**src/hw/rtl/scgc_pkg.sv**
```systemverilog
package scgc_pkg;

	localparam int CharW  = 8;
	localparam int CountW = 6;
	localparam logic [CountW-1:0] CountMax = '1;

	// commands from the controller to the cell chain
	typedef struct packed {
		logic insert;   // count or insert char_byte
		logic drop;     // byte arrived at full capacity
		logic drain;    // shift the chain one cell toward the head
		logic clear;    // end of block: reset item count and drop flag
	} cmd_t;

	// status from the cell chain to the controller
	typedef struct packed {
		logic full;       // capacity for this block used up
		logic head_valid; // cell 0 holds a group
		logic next_valid; // cell 1 holds a group
	} sts_t;

endpackage

```
**src/hw/rtl/scgc_ctrl.sv**
```systemverilog
module scgc_ctrl (
	input  logic          clk,
	input  logic          arst_n,
	input  logic          start,
	input  logic          last_char,
	input  scgc_pkg::sts_t sts,
	output scgc_pkg::cmd_t cmd,
	output logic          busy,
	output logic          strobe,
	output logic          last_group
);

	typedef enum logic {
		ST_IDLE,
		ST_EMIT
	} state_t;

	state_t state_q;
	logic   busy_q;
	logic   accept;

	assign accept = start && (state_q == ST_IDLE);

	always_comb begin
		cmd.insert = accept && !sts.full;
		cmd.drop   = accept && sts.full;
		cmd.drain  = (state_q == ST_EMIT);
		cmd.clear  = (state_q == ST_EMIT) && (!sts.head_valid || !sts.next_valid);
	end

	assign strobe     = (state_q == ST_EMIT) && sts.head_valid;
	assign last_group = !sts.next_valid;
	assign busy       = busy_q;

	always_ff @(posedge clk or negedge arst_n) begin
		if (!arst_n) begin
			state_q <= ST_IDLE;
			busy_q  <= 1'b0;
		end else begin
			unique case (state_q)
				ST_IDLE: begin
					if (accept && last_char) begin
						state_q <= ST_EMIT;
						busy_q  <= 1'b1;
					end
				end
				ST_EMIT: begin
					if (cmd.clear) begin
						state_q <= ST_IDLE;
						busy_q  <= 1'b0;
					end
				end
				default: begin
					state_q <= ST_IDLE;
					busy_q  <= 1'b0;
				end
			endcase
		end
	end

endmodule

```
**src/hw/rtl/scgc_cells.sv**
```systemverilog
module scgc_cells #(
	parameter int MAX_ITEMS = 32
) (
	input  logic                          clk,
	input  logic                          arst_n,
	input  scgc_pkg::cmd_t                cmd,
	input  logic [scgc_pkg::CharW-1:0]    char_byte,
	output scgc_pkg::sts_t                sts,
	output logic [scgc_pkg::CharW-1:0]    head_char,
	output logic [scgc_pkg::CountW-1:0]   head_count,
	output logic                          dropped
);

	localparam int ItemW = $clog2(MAX_ITEMS + 1);

	logic [scgc_pkg::CharW-1:0]  val_q [MAX_ITEMS];
	logic [scgc_pkg::CountW-1:0] cnt_q [MAX_ITEMS];
	logic [MAX_ITEMS-1:0]        vld_q;

	logic [MAX_ITEMS-1:0] lt;       // cell holds a smaller value
	logic [MAX_ITEMS-1:0] eq;       // cell holds this value
	logic [MAX_ITEMS-1:0] lt_prev;  // neighbor toward the head is smaller
	logic                 hit;

	logic [ItemW-1:0] items_q;
	logic             dropped_q;

	// neighbor toward the tail, for draining
	logic [scgc_pkg::CharW-1:0]  nxt_val [MAX_ITEMS];
	logic [scgc_pkg::CountW-1:0] nxt_cnt [MAX_ITEMS];
	logic [MAX_ITEMS-1:0]        nxt_vld;
	// neighbor toward the head, for inserting
	logic [scgc_pkg::CharW-1:0]  prv_val [MAX_ITEMS];
	logic [scgc_pkg::CountW-1:0] prv_cnt [MAX_ITEMS];
	logic [MAX_ITEMS-1:0]        prv_vld;

	assign hit = |eq;

	for (genvar i = 0; i < MAX_ITEMS; i++) begin : g_cell
		assign lt[i] = vld_q[i] && (val_q[i] < char_byte);
		assign eq[i] = vld_q[i] && (val_q[i] == char_byte);

		if (i == 0) begin : g_head
			assign lt_prev[i] = 1'b1;
			assign prv_val[i] = val_q[i];
			assign prv_cnt[i] = cnt_q[i];
			assign prv_vld[i] = 1'b0;
		end else begin : g_body
			assign lt_prev[i] = lt[i-1];
			assign prv_val[i] = val_q[i-1];
			assign prv_cnt[i] = cnt_q[i-1];
			assign prv_vld[i] = vld_q[i-1];
		end

		if (i == MAX_ITEMS - 1) begin : g_tail
			assign nxt_val[i] = val_q[i];
			assign nxt_cnt[i] = cnt_q[i];
			assign nxt_vld[i] = 1'b0;
		end else begin : g_mid
			assign nxt_val[i] = val_q[i+1];
			assign nxt_cnt[i] = cnt_q[i+1];
			assign nxt_vld[i] = vld_q[i+1];
		end

		always_ff @(posedge clk or negedge arst_n) begin
			if (!arst_n) begin
				vld_q[i] <= 1'b0;
			end else if (cmd.drain) begin
				vld_q[i] <= nxt_vld[i];
			end else if (cmd.insert && !hit && !lt[i]) begin
				vld_q[i] <= lt_prev[i] ? 1'b1 : prv_vld[i];
			end
		end

		always_ff @(posedge clk) begin
			if (cmd.drain) begin
				val_q[i] <= nxt_val[i];
				cnt_q[i] <= nxt_cnt[i];
			end else if (cmd.insert) begin
				if (hit) begin
					if (eq[i] && (cnt_q[i] != scgc_pkg::CountMax)) begin
						cnt_q[i] <= cnt_q[i] + 1'b1;
					end
				end else if (!lt[i]) begin
					if (lt_prev[i]) begin
						val_q[i] <= char_byte;
						cnt_q[i] <= scgc_pkg::CountW'(1);
					end else begin
						val_q[i] <= prv_val[i];
						cnt_q[i] <= prv_cnt[i];
					end
				end
			end
		end
	end

	always_ff @(posedge clk or negedge arst_n) begin
		if (!arst_n) begin
			items_q   <= '0;
			dropped_q <= 1'b0;
		end else if (cmd.clear) begin
			items_q   <= '0;
			dropped_q <= 1'b0;
		end else begin
			if (cmd.insert) begin
				items_q <= items_q + 1'b1;
			end
			if (cmd.drop) begin
				dropped_q <= 1'b1;
			end
		end
	end

	always_comb begin
		sts.full       = (items_q == ItemW'(MAX_ITEMS));
		sts.head_valid = vld_q[0];
		sts.next_valid = nxt_vld[0];
	end

	assign head_char  = val_q[0];
	assign head_count = cnt_q[0];
	assign dropped    = dropped_q;

endmodule

```
**src/hw/rtl/sorted_character_group_count_unit.sv**
```systemverilog
// Sorted character histogram.
//
// Input: drive char_byte and last_char with start high. The byte transfers at
// the rising edge where start is high and busy is low. Bytes sit in a sorted
// chain of MAX_ITEMS cells; each transfer counts or inserts its byte in that
// same cycle, so one byte per cycle is taken while busy is low.
// Bytes beyond MAX_ITEMS in one block are dropped and mark the block overflowed.
//
// Output: the cycle after the byte marked last_char, busy rises and the chain
// drains from its head, one group per cycle, in ascending byte order. Each
// group is valid for exactly one cycle with strobe high; last_group marks the
// final one and overflow is set on every group of an overflowed block. The
// receiver cannot stall, so a block of G distinct bytes (at most MAX_ITEMS)
// holds busy until its last group has drained from the head of the chain.
// Busy falls after the last group, ready for the next block.
//
// Reset (arst_n low, asynchronous) empties the chain and clears the item count
// and the overflow flag; no clearing pass is needed.
module sorted_character_group_count_unit #(
	parameter int MAX_ITEMS = 32
) (
	input  logic                        clk,
	input  logic                        arst_n,
	input  logic                        start,
	output logic                        busy,
	input  logic [scgc_pkg::CharW-1:0]  char_byte,
	input  logic                        last_char,
	output logic                        strobe,
	output logic [scgc_pkg::CharW-1:0]  group_char,
	output logic [scgc_pkg::CountW-1:0] group_count,
	output logic                        last_group,
	output logic                        overflow
);

	scgc_pkg::cmd_t cmd;
	scgc_pkg::sts_t sts;

	// controller: accept transfers, sequence the drain
	scgc_ctrl u_ctrl (
		.clk        (clk),
		.arst_n     (arst_n),
		.start      (start),
		.last_char  (last_char),
		.sts        (sts),
		.cmd        (cmd),
		.busy       (busy),
		.strobe     (strobe),
		.last_group (last_group)
	);

	// datapath: sorted cell chain plus item counter and drop flag
	scgc_cells #(
		.MAX_ITEMS (MAX_ITEMS)
	) u_cells (
		.clk        (clk),
		.arst_n     (arst_n),
		.cmd        (cmd),
		.char_byte  (char_byte),
		.sts        (sts),
		.head_char  (group_char),
		.head_count (group_count),
		.dropped    (overflow)
	);

	// results only appear while the input side is held off
	a_strobe_busy: assert property (@(posedge clk) disable iff (!arst_n)
		strobe |-> busy)
		else $error("result strobe while not busy");

	// groups of a block come out back to back
	a_contiguous: assert property (@(posedge clk) disable iff (!arst_n)
		strobe && !last_group |=> strobe)
		else $error("gap inside a group stream");

	// groups come out in strictly ascending byte order
	a_ascending: assert property (@(posedge clk) disable iff (!arst_n)
		strobe && !last_group |=> group_char > $past(group_char))
		else $error("groups out of order");

	// the final group releases the input side
	a_release: assert property (@(posedge clk) disable iff (!arst_n)
		strobe && last_group |=> !busy)
		else $error("busy held after final group");

	// a transfer marked last starts the drain
	a_start_drain: assert property (@(posedge clk) disable iff (!arst_n)
		start && !busy && last_char |=> busy && strobe)
		else $error("drain did not start after last byte");

endmodule
```
**config.mk**
```make
export PLATFORM = sky130hd
export DESIGN_NAME = sorted_character_group_count_unit
export DESIGN_NICKNAME = d
export VERILOG_FILES = /design/src/hw/rtl/scgc_pkg.sv /design/src/hw/rtl/scgc_ctrl.sv /design/src/hw/rtl/scgc_cells.sv /design/src/hw/rtl/sorted_character_group_count_unit.sv
export SDC_FILE = /design/constraint.sdc
export NUM_CORES = 2
export LEC_CHECK = 0
export BUFFER_PORTS_ARGS = -buffer_cell sky130_fd_sc_hd__buf_2
export CORE_MARGIN = 5
export CORE_UTILIZATION = 40
export DETAILED_ROUTE_END_ITERATION = 6
export HOLD_SLACK_MARGIN = 0.02
export RECOVER_POWER = 25
export REMOVE_ABC_BUFFERS = 1
export SLEW_MARGIN = 40
export SYNTH_ARGS = -nofsm -noshare
export SYNTH_HDL_FRONTEND = slang
export SYNTH_SLANG_ARGS = --single-unit
```
**constraint.sdc**
```tcl
create_clock -name clk -period 4.5 [get_ports clk]
set_input_delay 0.45 -clock clk [delete_from_list [all_inputs] [get_ports clk]]
set_output_delay 0.45 -clock clk [all_outputs]
set_load 0.05 [all_outputs]
```
==> results.ini <==
[timing]
report.final.slew_viol_count=31
fin_setup_tns_ns=0
worst_pin_slew_ns=2.52
period_share_pct=87.8
hold_slack_ns=0.238
period_needed_ns=3.95
max_freq_mhz=253
rsz0062_at_grt=no
skew_ns=0.0338
slew_headroom_pct=-67.9
hold_viol=0
setup_violations=0

[synthesis]
yosys.area.top_type_share_pct=38.7
syn-mean-instance-area_sq_um=10.2
yosysSeqAreaShare_pct=41.7
synthesis.instances=3423
synth_ff_type=edfxtp_1
synth-simple-area-share_pct=13.0
synth_compound_area_share_pct=13.6
netlist_top_cells_count=edfxtp_1 (448), mux2i_1 (429), a21oi_1 (388)
ys_async_sr_fraction_pct=8.38
yosysMostFrequentCell=edfxtp_1
synth_top_family_by_area=multiplexers
synth_cell_type_count=61
synth_warnings=0
synth_mux_area_share_pct=13.8
synth_edf_count=448
yosys.area.top_type=edfxtp_1
synthTopCellsByArea=edfxtp_1 (39%), mux2i_1 (12%), ha_1 (10%)
ys_ff_latch=489
synth_area_sq_mm=0.0347
synth_xor_area_share_pct=3.35
synthAdderAreaFrac_pct=10.4

[floorplan]
fp.dieH_um=305
fp.dieArea_sq_mm=0.0929
core_area_sq_mm=0.0865
row_count=108
io_pins=30
initial_core_util_pct=40.2
die_width_um=305

[clock_tree]
clock-sinks=489
clk_path_buf_depth=3
clk_pin_slew_ns=0.06
postCtsSetupBuffers=0
cts_root_buffer=clkbuf_16
worstSkewPairLatency_ns=0.65
cts_inserted_buffers=58
cts_tree=built
htreeDepth=2

[grt]
grt_usage_pct=21.7
overflow=0
grt_pass1_wl_um=162000
antenna_found_initial=1
grt_pass1_vias=26947
grt_max_degree=75

[setup_path]
reg2reg_setup_slack_ns=0.55
cp.arrival_ns=4.33
crit_chain=ha_1 > and4_1 > nand4_1 > nand4_1 > or3_1 > nor3_1 > buf_12 > clkbuf_1 > and4_1 > a21oi_1
crit_path_end=u_cells.cnt_q[2][30]$_DFFE_PP_
crit_type=reg -> reg
path_depth=10
rr_worst_depth=10
critPathRequiredTime_ns=4.87
timing.rr.end=u_cells.cnt_q[2][30]$_DFFE_PP_
timing.critical_path.from_type=flop
worstReg2RegStart=u_cells.val_q[0][54]$_DFFE_PP_
crit_fanout=68
cp-end-kind=flop
slowest_delay_ns=0.58
critPathSlowestCell=nor3_1
path_buf_inv=2
cp_top_family=simple AND/OR/NAND/NOR gates
worstSetupStartpoint=u_cells.val_q[0][54]$_DFFE_PP_

[route]
drc_errors=0
firstDrtPassIters=6
ant_nets=0
drt-total-wl_um=105000
vias=27762
viasPerCell=5.99
drt-initial-drc-count=2502
drt-wirelength-per-cell_um=22.6

[final_layout]
syn_to_final_growth_pct=11.1
nets=3735
nFillCells=8352
drive_gt1_share_pct=9.19

[placement]
io_buffers=29
gp_congestion=0.871
hpwlAfterDp_um=73700

[worst_hold_path]
min_path_type=in -> reg

[pwr]
leakage_nw=15.5
ir_drop_mv=0.458
powerDensity_mw_per_mm2=779

[status]
failed_checks=capacitance limit, slew limit
status=complete, but fails checks

[run]
cap_violations=1

[cells in the final DEF, fill, tap and decap left out, drive strengths merged, types with 6 or more instances in the layout]
master,Yosys,final
inv,135,136
and3,43,43
xnor2,38,38
a221o,25,25
clkinv,0,16
nor4,6,6
xor2,95,95
ha,290,290
nand3,84,84
nor3,28,28
o22ai,56,56
nand3b,7,7
mux2,45,45
nor2,101,101
buf,77,133
or3,28,28
and2,24,24
a21o,9,9
nand2,221,221
dfrtp,41,41
nand2b,30,30
nand4,168,168
o211ai,7,7
o21ai,237,237
a31oi,39,39
o2111ai,14,14
and4,20,20
o21a,34,34
mux2i,429,429
a311oi,6,6
edfxtp,448,448
a21oi,388,388
or2,11,11
clkbuf,140,119
nor2b,72,72
[repair_timing]
action | 4_1_cts | 5_1_grt
hold buffers | 2 | 0
gates resized for setup | 0 | 0
hold endpoints to repair | 31 | 0
[state kept, by name, indices dropped and copies added (netlist names)]
register         flops
u_cells.val_q      256
u_cells.cnt_q      192
u_cells.nxt_vld     30
u_cells.items_q      6
u_cells.sts          2
u_cells.dropped      1
u_ctrl.busy          1
u_ctrl.state_q       1
[per-layer routing]
metal | GRT usage, % | part of all wire, % | routed length, um
met2 | 33.1 | 43 | 45500
met3 | 2.78 | 6.7 | 6980
met1 | 32.9 | 48 | 49800
met4 | 4.90 | 2.2 | 2320
met5 | 0 | 0.012 | 13
[kinds of logic (layout without fill, tap and decap cells)]
logic type / after synthesis / after routing
multiplexers: 474 / 474
flip-flops: 489 / 489
buffers and inverters: 352 / 411
XOR/XNOR: 133 / 133
adder cells (fa/ha/maj): 290 / 290
other: 0 / 1
AO/OA/AOI/OAI: 834 / 834
AND/OR/NAND/NOR: 851 / 851
[cell type report]
type                       count  area [sq um]  share of cell area [%]
timing repair buffer         167          1330                    3.43
antenna                        1          2.50                 0.00648
clock inverter                22           231                   0.599
tap                         1155          1450                    3.74
sequential                   489         14500                    37.5
clock buffer                  87          1630                    4.22
multi-input combinational   2582         19000                    49.2
inverter                     135           508                    1.32
[how the worst min path moves through the flow]
stage,start,endpoint,slack [ns],depth (start not counted)
6_report,start,u_ctrl.state_q$_DFF_PN0_,0.24,4
5_1_grt,start,u_ctrl.state_q$_DFF_PN0_,0.23,4
4_1_cts,start,u_ctrl.state_q$_DFF_PN0_,0.19,4
3_5_place_dp,arst_n,u_cells.nxt_vld[19]$_DFFE_PN0P_,0.48,1
3_3_place_gp,u_cells.dropped$_DFFE_PN0P_,u_cells.dropped$_DFFE_PN0P_,0.49,2
2_1_floorplan,arst_n,u_cells.dropped$_DFFE_PN0P_,0.15,0
[metrics by stage]
step	utilization, %	cells	instance area, sq um	setup WS, ns	total power [mW]
after global placement	42.5	4525	36700	0.325	24.9
after floorplan	-	3206	33800	-20.79	19.8
final	44.7	4638	38600	0.549	30.1
after global routing	44.6	4637	38600	0.365	32.2
after detailed placement	42.5	4526	36800	0.270	25.2
after CTS	44.7	4637	38600	0.771	30.0
[report_power, final]
group          total, mW  switching [mW]  internal [mW]
combinational       13.2            7.82           5.43
sequential          12.1            3.26           8.87
clock               4.68            2.01           2.68
total               30.1            13.1           17.0
[tightest hold or removal path: cells and delay by family]
kind	cells	cell delay, ns
simple gates	3	0.31
buf+inv	1	0.10
Note: power is estimated with default switching activity, not from simulation.
